**config.mk**
```make
export PLATFORM = sky130hd
export DESIGN_NAME = lzw_front
export DESIGN_NICKNAME = d
export VERILOG_FILES = /design/src/hdl/lzw_pkg.sv /design/src/hdl/lzw_front.sv
export SDC_FILE = /design/constraint.sdc
export NUM_CORES = 1
export LEC_CHECK = 0
export ABC_CLOCK_PERIOD_IN_PS = 1500
export BUFFER_PORTS_ARGS = -buffer_cell sky130_fd_sc_hd__buf_2
export CAP_MARGIN = 20
export CORE_MARGIN = 2
export CORE_UTILIZATION = 47
export CTS_BUF_LIST = sky130_fd_sc_hd__clkbuf_8
export CTS_CLUSTER_DIAMETER = 120
export DETAILED_ROUTE_END_ITERATION = 6
export HOLD_SLACK_MARGIN = 0.05
export PLACE_DENSITY = 0.75
export SYNTH_ARGS = -nofsm -noshare
export SYNTH_HDL_FRONTEND = slang
export SYNTH_SLANG_ARGS = --single-unit
```
**constraint.sdc**
```tcl
create_clock -name i_clk -period 1.5 [get_ports i_clk]
set_input_delay 0.225 -clock i_clk [delete_from_list [all_inputs] [get_ports i_clk]]
set_output_delay 0.225 -clock i_clk [all_outputs]
set_load 0.01 [all_outputs]
```
**src/hdl/lzw_pkg.sv**
```systemverilog
// Shared types and constants for the LZW encoder.
package lzw_pkg;

    localparam int BYTE_W    = 8;
    localparam int EPOCH_W   = 8;
    localparam int MAXCODE_W = 12;
    localparam logic [MAXCODE_W-1:0] MAXCODE_RST = 12'd4095;
    localparam int LITERALS  = 256;

    // One queued input request
    typedef struct packed {
        logic [BYTE_W-1:0] data_byte;
        logic              last_byte;
    } t_req;

    // Back-end sequencer states
    typedef enum logic [1:0] {
        S_CLEAR,
        S_IDLE,
        S_READ,
        S_CHECK
    } t_state;

endpackage

```
**src/hdl/lzw_front.sv**
```systemverilog
// Input request queue: two entries between the port and the back end.
module lzw_front (
    input  logic                 i_clk,
    input  logic                 i_rst_n,
    input  logic                 i_valid,
    output logic                 o_ready,
    input  lzw_pkg::t_req        i_req,
    output logic                 o_req_valid,
    output lzw_pkg::t_req        o_req,
    input  logic                 i_req_pop
);
    import lzw_pkg::*;

    t_req       r_mem [2];
    logic       r_wp, r_rp;
    logic [1:0] r_cnt;
    logic       w_push, w_pop;

    assign o_ready     = (r_cnt != 2'd2);
    assign o_req_valid = (r_cnt != 2'd0);
    assign o_req       = r_mem[r_rp];
    assign w_push      = i_valid && o_ready;
    assign w_pop       = i_req_pop && o_req_valid;

    // Advance pointers and count
    always_ff @(posedge i_clk) begin
        if (!i_rst_n) begin
            r_wp  <= 1'b0;
            r_rp  <= 1'b0;
            r_cnt <= 2'd0;
        end else begin
            if (w_push) begin
                r_wp <= ~r_wp;
            end
            if (w_pop) begin
                r_rp <= ~r_rp;
            end
            r_cnt <= r_cnt + {1'b0, w_push} - {1'b0, w_pop};
        end
    end

    // Hold request payloads
    always_ff @(posedge i_clk) begin
        if (w_push) begin
            r_mem[r_wp] <= i_req;
        end
    end

endmodule

```
==> impl_metrics.toml, run 1 <==
[run_status]
status = "completed"

[yosys]
yosysWarningCount = 0
netlist_area_um2 = 882.1
ys_ff_latch = 23
syn_area_per_cell_um2 = 16.96
synth_cell_types = 16
syn-instance-count = 52
ys_seq_area_frac = 0.7262
syn_nets = 67

[die]
core-area_um2 = 1745
rows = 15
start_util = 0.5054
dieArea_um2 = 2239
ios = 24
die_h_um = 47.32
die_w_um = 47.32

[placed_design]
pre_cts_ws_ns = -0.05191
port_buffers = 23
gp_congestion = 0.6276
dpl.cell_count = 104
dp_hpwl_um = 983.3

[pwr]
vdd.ir_drop.worst_mv = 1.137
p_leak_nw = 0.4675
power.total_mw = 1.938
power_density_nw_per_um2 = 1637

[clock_network]
clk_pin_slew_ns = 0.08
cts-htree-levels = 1
cts_tree = "built"
clock_latency_ns = 0.26
cts_max_path_buffers = 2
cts_buffers = 3
cts_root_buffer = "clkbuf_8"
clock_sinks = 23

[worst_hold_path]
worstHoldStart = "i_req[1]"
min_path_type = "primary input to register"
holdPathStages = 1
worstHoldEndpoint = "r_mem[0][1]"

[route]
wirelength_um = 1391
drcViolationCount = 0
drt-initial-drc-count = 7
dr.pass1.iters = 3
via_count = 517
ant_nets = 0
wl_per_cell_um = 12.65
viasPerCell = 4.700

[layout]
layout.nets = 101
antenna_cells = 0
nFillCells = 144
fin_cells = 110
area_growth_pct = 34.18
drive_above_1_share = 0.6235

[global_route]
grt_antenna_before_repair = 0
grt_pass1_vias = 489
grt_pass1_wl_um = 1994
grt_usage = 0.1332
grt_max_degree = 14
overflow = 0

[setup_path]
cp-start-kind = "register"
cp-end-kind = "register"
arrival_ns = 1.65
path_class = "register to register"
path_max_fanout = 4
worstRegToRegCells = 7
rrSetupSlack_ns = 0.008
crit_required_ns = 1.66
timing.rr.start = "r_cnt[0]"
r2r_end = "r_cnt[1]"
worstSetupStartpoint = "r_cnt[0]"

[timing]
timing_hold_violations_final = 0
setup_slack_ns = 0.008115
grt_setup_unrepaired = "yes"
worst_slew_pin_slew_ns = 0.4126
max_freq_ghz = 0.6703
setup_viol = 0
period_share = 0.9946
drv_slew = 0
skew_ns = 0.008001
post-route-min-period_ns = 1.492
slew_headroom = 0.7249

[run]
cap_viol_max_count = 0
worst max-delay path, stage by stage (launching register included):
cell and delay (ns):
dfxtp_4 0.37, o21a_4 0.23, ha_4 0.26, inv_2 0.04
ha_4 0.15, xnor2_2 0.13, xnor2_1 0.11, and2_1 0.12
logic make-up after synthesis:
logic type      Yosys count  share of synthesized area
xor+xnor                  3                    0.02979
buf+inv                   2                   0.009920
mux                      10                     0.1262
fa+ha+maj                 2                    0.02836
flops                    23                     0.7262
simple gates             11                    0.06950
compound gates            1                   0.009931
Yosys cell counts:
master / n / area, um^2
nor2b_1: 2 / 12.51
and3_1: 1 / 6.260
and2_1: 2 / 12.51
mux2i_1: 1 / 10.01
nand2_1: 2 / 7.510
nor2_1: 1 / 3.750
inv_1: 1 / 3.750
edfxtp_1: 18 / 540.5
xnor2_1: 3 / 26.28
nand2b_1: 2 / 12.51
ha_1: 2 / 25.02
or2_2: 1 / 6.260
buf_2: 1 / 5.000
o21a_2: 1 / 8.760
dfxtp_1: 5 / 100.1
mux2_2: 9 / 101.4
routing by layer:
layer / part of all wire / up-vias / global-route usage / routed length [um]
li1: - / 254 / - / -
met1: 0.39 / 243 / 0.1411 / 545
met2: 0.53 / 17 / 0.2486 / 740
met3: 0.061 / 3 / 0.03462 / 85
met4: 0.014 / 0 / 0.05000 / 19
met5: 0 / - / 0 / 0
area by class of cell:
type,instances,area (um^2),share of cell area
tap,25,31.28,0.02643
clock buffer,3,41.29,0.03488
clock inverter,1,5.005,0.004228
timing repair buffer,30,167.7,0.1416
multi-input combinational,27,286.5,0.2421
sequential,23,648.1,0.5476
inverter,1,3.754,0.003171
power breakdown:
group | internal (mW) | switching (mW)
clock | 0.185 | 0.183
sequential | 0.824 | 0.0593
combinational | 0.387 | 0.300
per-stage QoR:
step                      setup TNS, ns  cell area [um^2]    util  hold slack [ns]
after detailed placement       -0.05191              1074  0.6151           0.4169
final                                 0              1184  0.6781           0.1479
after CTS                     -0.009367              1184  0.6781           0.1436
after global placement                0              1074  0.6151           0.4131
after floorplan                       0             894.6       -           0.3239
after global routing           -0.04474              1184  0.6781           0.1457
how the worst max path moves through the flow:
| stage | depth (start not counted) | to |
|---|---|---|
| 2_1_floorplan | 7 | r_cnt[1] |
| 3_3_place_gp | 7 | r_cnt[1] |
| 3_5_place_dp | 7 | r_cnt[1] |
| 4_1_cts | 7 | r_cnt[1] |
| 5_1_grt | 7 | r_cnt[1] |
| 6_report | 7 | r_cnt[1] |
what timing repair did:
item,CTS,global route
setup endpoints to repair,1,1
endpoints found under the hold margin,0,0
gates cloned,0,0
gates resized for setup,9,0
setup buffers,2,0
hold buffers,0,0
pin swaps,5,5
placed cells by master (no fill, tap or decap):
cell / synthesis / final
nand2b_1: 2 / 1
edfxtp_1: 18 / 18
xnor2_1: 3 / 2
and3_1: 1 / 1
dfxtp_4: 0 / 2
buf_4: 0 / 7
buf_2: 1 / 23
mux2i_1: 1 / 1
clkbuf_8: 0 / 3
ha_4: 0 / 2
o21a_4: 0 / 1
nand2_4: 0 / 1
xnor2_2: 0 / 1
and2_1: 2 / 2
mux2_2: 9 / 9
nand2_1: 2 / 1
dfxtp_1: 5 / 3
nor2_1: 1 / 1
nand2b_4: 0 / 1
nor2b_1: 2 / 2
clkinv_2: 0 / 1
or2_2: 1 / 1
inv_2: 0 / 1
flip-flops by register name, summed over array words and instances, names as in the netlist, named ones only:
name	flops
r_cnt	2
r_mem	18
r_rp	1
r_wp	1
No activity file was read; power rests on OpenSTA's default activity.
==> run 2: changes to the inputs <==
--- a/config.mk
+++ b/config.mk
@@ -8,8 +8,10 @@
 export ABC_CLOCK_PERIOD_IN_PS = 1500
 export BUFFER_PORTS_ARGS = -buffer_cell sky130_fd_sc_hd__buf_2
 export CAP_MARGIN = 20
+export CELL_PAD_IN_SITES_DETAIL_PLACEMENT = 1
+export CELL_PAD_IN_SITES_GLOBAL_PLACEMENT = 1
 export CORE_MARGIN = 2
-export CORE_UTILIZATION = 47
+export CORE_UTILIZATION = 39
 export CTS_BUF_LIST = sky130_fd_sc_hd__clkbuf_8
 export CTS_CLUSTER_DIAMETER = 120
 export DETAILED_ROUTE_END_ITERATION = 6
==> run 2 against run 1 <==
Clock skew down 0.0044 ns. Global-route usage about the same. Sequential power up 2.5%. Register-to-register slack about the same. Cell count up 1.8%. Utilization down 13 points. Critical endpoint unchanged. Largest cell class unchanged. Die area up 19%. Maximum frequency up 0.26%. Setup slack better by 0.0038 ns. Sequential share of layout area up 0.28 points. Count of clock-buffer cells in the layout unchanged. First-iteration DRC count down 57%.
==> impl_metrics.toml, run 2 (synthesized netlist as in run 1, its figures left out) <==
[layout]
antenna_cells = 0
drive_above_1_share = 0.6190
largest_register_ff_count = 18
top_register = "r_mem"
area_growth_pct = 33.76
reg_top3 = "r_mem x18, r_cnt x2"
final_cell_mix = "buf_2 (23), edfxtp_1 (18), mux2_2 (9)"
layout.nets = 100
final_common_cell = "buf_2"
nFillCells = 228
design_area_um2 = 1180

[route]
viasPerCell = 4.571
dr.pass1.iters = 3
via_count = 512
wirelength_um = 1526
wl_per_cell_um = 13.63
drt-initial-drc-count = 3
ant_nets = 0
drcViolationCount = 0

[timing]
worst_slew_pin_slew_ns = 0.1786
setup_slack_ns = 0.01194
max_freq_ghz = 0.6720
grt_setup_unrepaired = "yes"
slew_headroom = 0.8801
tns_ns = 0
fin_hold_ws_ns = 0.1629
timing_hold_violations_final = 0
drv_slew = 0
skew_ns = 0.003586
period_share = 0.9920
post-route-min-period_ns = 1.488
setup_viol = 0

[global_route]
grt_pass1_wl_um = 2511
grt_usage = 0.1335
grt_pass1_vias = 570
overflow = 0
grt_max_degree = 13
grt_antenna_before_repair = 0

[worst_hold_path]
min_path_type = "primary input to register"

[setup_path]
arrival_ns = 1.64
crit_required_ns = 1.65
path_max_fanout = 3
cp-end-kind = "register"
cp-start-kind = "register"
path_class = "register to register"

[die]
rows = 17
core-area_um2 = 2170
dieArea_um2 = 2658
ios = 24
die_w_um = 51.56
die_h_um = 51.56
start_util = 0.4066

[placed_design]
port_buffers = 23
gp_congestion = 0.6218
dp_hpwl_um = 1154
pre_cts_ws_ns = -0.06047
place_area_um2 = 1077

[clock_network]
clock_sinks = 23
clk_pin_slew_ns = 0.07
ctsHoldBuffers = 0
cts_buffers = 3
cts_tree = "built"
cts-htree-levels = 1
clock_latency_ns = 0.25
cts_root_buffer = "clkbuf_8"
cts_max_path_buffers = 2

[run_status]
status = "completed"

[pwr]
power.total_mw = 1.913
p_leak_nw = 0.4650
vdd.ir_drop.worst_mv = 0.8861
power_density_nw_per_um2 = 1622

[run]
cap_viol_max_count = 0
## run 2: changes by cell type in the layout (fill, tap and decap cells not counted), sizes merged
cell and change:
buf -1, clkinv -1, inv +1
## run 2: per-layer routing
metal / vias up / GRT usage / routed length, um
met5: - / 0 / 0
met4: 0 / 0.05263 / 8
met3: 2 / 0.02299 / 91
li1: 251 / - / -
met2: 15 / 0.2735 / 868
met1: 244 / 0.1279 / 557
## run 2: final cells by class
class	count	area [um^2]	share of cell area
sequential	23	649.4	0.5504
clock inverter	1	3.754	0.003181
inverter	1	3.754	0.003181
multi-input combinational	27	286.5	0.2428
timing repair buffer	29	160.2	0.1357
clock buffer	3	41.29	0.03499
tap	28	35.03	0.02969
## run 2: critical path, stage by stage, from the launching register on
cell	delay, ns
dfxtp_4	0.37
o21a_4	0.21
ha_4	0.26
inv_2	0.04
ha_4	0.15
xnor2_2	0.13
xnor2_1	0.11
and2_1	0.12
## run 2: path summary, 6_finish.rpt
path	slack, ns	cells past startpoint	start	endpoint
max reg2reg	0.01	7	r_cnt[1]	r_cnt[1]
max	0.01	7	r_cnt[1]	r_cnt[1]
min	0.16	1	i_req[3]	r_mem[0][3]
min reg2reg	0.49	2	r_wp	r_wp
## run 2: repair_timing
item                                    4_1_cts  5_1_grt
setup buffers                                 1        0
endpoints found under the setup margin       10        5
pin swaps                                     6        6
gates resized for setup                       9        1
endpoints found under the hold margin         0        0
## run 2: metrics by stage
| stage | util | std cells |
|---|---|---|
| 2_1_floorplan | - | 52 |
| 3_3_place_gp | 0.4965 | 107 |
| 3_5_place_dp | 0.4965 | 107 |
| 4_1_cts | 0.5427 | 112 |
| 5_1_grt | 0.5438 | 112 |
| 6_report | 0.5438 | 112 |
## run 2: where the power goes
part	internal (mW)	leakage [nW]	switching (mW)
sequential	0.825	0.211	0.0798
clock	0.182	0.0269	0.168
combinational	0.376	0.227	0.282
total	1.38	0.465	0.531
==> run 3: changes to the inputs <==
--- a/config.mk
+++ b/config.mk
@@ -5,6 +5,7 @@
 export SDC_FILE = /design/constraint.sdc
 export NUM_CORES = 1
 export LEC_CHECK = 0
+export ABC_AREA = 1
 export ABC_CLOCK_PERIOD_IN_PS = 1500
 export BUFFER_PORTS_ARGS = -buffer_cell sky130_fd_sc_hd__buf_2
 export CAP_MARGIN = 20
==> run 3 against run 2 <==
Setup slack better by 0.048 ns. Combinational power is 24% higher. Critical endpoint unchanged. Wire length is 6.8% higher. Largest cell class unchanged. Utilization is 0.39 points higher. Sequential cell count stayed put. First-iteration DRC count is 33% higher. Global-route usage is 0.16 points higher. Synthesized cell count is 23% higher. Total power is 9.7% higher. Cell count is 8.9% higher. Clock power is 5% higher.
==> impl_metrics.toml, run 3 <==
[run_status]
status = "completed"

[worst_hold_path]
min_path_type = "primary input to register"
worstHoldEndpoint = "r_mem[1][5]"
holdPathStages = 1
worstHoldStart = "i_req[5]"

[global_route]
grt_pass1_vias = 592
grt.met2_usage = 0.2469
grt_pass1_wl_um = 2608
use_met3 = 0.04237
gr-max-usage-layer = "met2"
grt_usage = 0.1351
grt_max_degree = 14
use_met1 = 0.1421
overflow = 0
grt_antenna_before_repair = 0

[placed_design]
gp_congestion = 0.6578
dp_hpwl_um = 1160
place_area_um2 = 1109
port_buffers = 23

[setup_path]
timing.rr.start = "r_cnt[1]"
critPathMaxStageDelay_ns = 0.38
critPathSlowestCell = "dfxtp_4"
path_max_fanout = 4
rrSetupSlack_ns = 0.06
cp_cell_sequence = "nor2_4, nor2_4, ha_4, inv_2, ha_4, inv_2, nand2_4, nand3_2, nand2_1, nor2_1"
path_class = "register to register"
cp-end-kind = "register"
arrival_ns = 1.63
r2r_end = "r_cnt[1]"
crit_required_ns = 1.69
cp-start-kind = "register"
path_delay_family = "simple AND/OR/NAND/NOR gates"
worstRegToRegCells = 10
worst-path-buf-inv = 2

[yosys]
syn-instance-count = 64
syn_area_per_cell_um2 = 14.80
ys_seq_area_frac = 0.6764
synthFlopType = "edfxtp_1"
yosysWarningCount = 0
synth_top_area_share = 0.5707
syn_nets = 79
yosys-top-cells-count = "edfxtp_1 (18), mux2_4 (9), inv_1 (7), nand2_1 (7), nor2_1 (6)"
synth_cell_types = 14
ys_ff_latch = 23
synth_enable_flop_cells = 18
async_flop_share = 0
netlist_area_um2 = 947.2
synth_top_area_cell = "edfxtp_1"
yosys-top-cells-area = "edfxtp_1 (57%), mux2_4 (14%), dfxtp_1 (11%)"
yosysMostFrequentCell = "edfxtp_1"

[route]
viasPerCell = 4.705
via_count = 574
drt-initial-drc-count = 4
wl_per_cell_um = 13.36
wirelength_um = 1630
drcViolationCount = 0
dr.pass1.iters = 2
ant_nets = 0

[clock_network]
clk_pin_slew_ns = 0.08
cts_max_path_buffers = 2
cts_tree = "built"
ctsHoldBuffers = 0
cts_buffers = 3
cts_root_buffer = "clkbuf_8"
cts-htree-levels = 1
clock_latency_ns = 0.26
clock_sinks = 23

[pwr]
power_density_nw_per_um2 = 1699
vdd.ir_drop.worst_mv = 0.9049
p_leak_nw = 0.5209

[timing]
max_freq_ghz = 0.6943
period_share = 0.9602
timing_hold_violations_final = 0
setup_viol = 0
worst_slew_pin_slew_ns = 0.3666
slew_headroom = 0.7553
skew_ns = 0.001767
post-route-min-period_ns = 1.440
drv_slew = 0

[layout]
layout.nets = 110
top_register = "r_mem"
final_cell_mix = "buf_2 (23), edfxtp_1 (18), mux2_4 (9)"
largest_register_ff_count = 18
nFillCells = 246
reg_top3 = "r_mem x18, r_cnt x2"
final_util = 0.5477
design_area_um2 = 1235
drive_above_1_share = 0.6064
antenna_cells = 0
area_growth_pct = 30.38
final_common_cell = "buf_2"

[die]
dieArea_um2 = 2839
die_w_um = 53.28
die_h_um = 53.28
start_util = 0.4201
ios = 24
core-area_um2 = 2255
rows = 17

[run]
cap_viol_max_count = 0
[run 3: cell types whose count changed after synthesis, moves of 3 or more]
| cell | delta |
|---|---|
| xnor2_1 | -3 |
| mux2_2 | -9 |
| inv_1 | +6 |
| nand2_1 | +5 |
| nor2_1 | +5 |
| mux2_4 | +9 |
[run 3: cell type report]
cell class | count | area (um^2) | area share
clock buffers | 3 | 41.29 | 0.03343
clock inverters | 1 | 5.005 | 0.004053
inverters | 7 | 26.28 | 0.02128
multi-input cells | 33 | 330.3 | 0.2675
flip-flops and latches | 23 | 648.1 | 0.5248
well taps | 28 | 35.03 | 0.02837
repair buffers | 27 | 148.9 | 0.1206
[run 3: per-stage QoR]
step | setup TNS [ns] | setup WS, ns | power (mW) | instances | hold WS, ns
detailed placement | -0.005041 | -0.005041 | 1.545 | 117 | 0.4177
floorplan | 0 | 0.05060 | 1.337 | 64 | 0.3185
finish | 0 | 0.05975 | 2.098 | 122 | 0.1497
global route | -0.01097 | -0.01097 | 2.248 | 122 | 0.1422
CTS | 0 | 0.01180 | 1.967 | 122 | 0.1435
global placement | 0 | 0.05201 | 1.520 | 117 | 0.4123
[run 3: repair_timing]
item	4_1_cts	5_1_grt
pin swaps	1	5
buffers inserted	1	0
endpoints found under the setup margin	1	9
resized for setup	5	15
[run 3: cells by family after synthesis]
kind of cell	after synthesis	share of synthesized area
buf+inv	8	0.03963
simple gates	20	0.1044
flops	23	0.6764
fa+ha+maj	2	0.02642
compound gates	2	0.01057
mux	9	0.1427
[run 3: worst max-delay path by stage]
stage / from / end / slack [ns] / cells after the start
floorplan: r_cnt[0] / r_cnt[1] / 0.05 / 10
global placement: r_cnt[0] / r_cnt[1] / 0.05 / 10
detailed placement: r_cnt[0] / r_cnt[1] / -0.005 / 10
CTS: r_cnt[0] / r_cnt[1] / 0.01 / 11
global route: r_cnt[1] / r_cnt[1] / -0.01 / 10
finish: r_cnt[1] / r_cnt[1] / 0.06 / 10
[run 3: power by group]
part,switching (mW),internal [mW],total (mW)
registers,0.0777,0.833,0.910
clock network,0.184,0.185,0.369
logic,0.410,0.410,0.819
total,0.671,1.43,2.10
[run 3: per-layer routing]
layer,share of wire,vias to the layer above
li1,-,282
met1,0.40,273
met2,0.54,15
met3,0.048,4
met4,0.010,0
met5,0,-
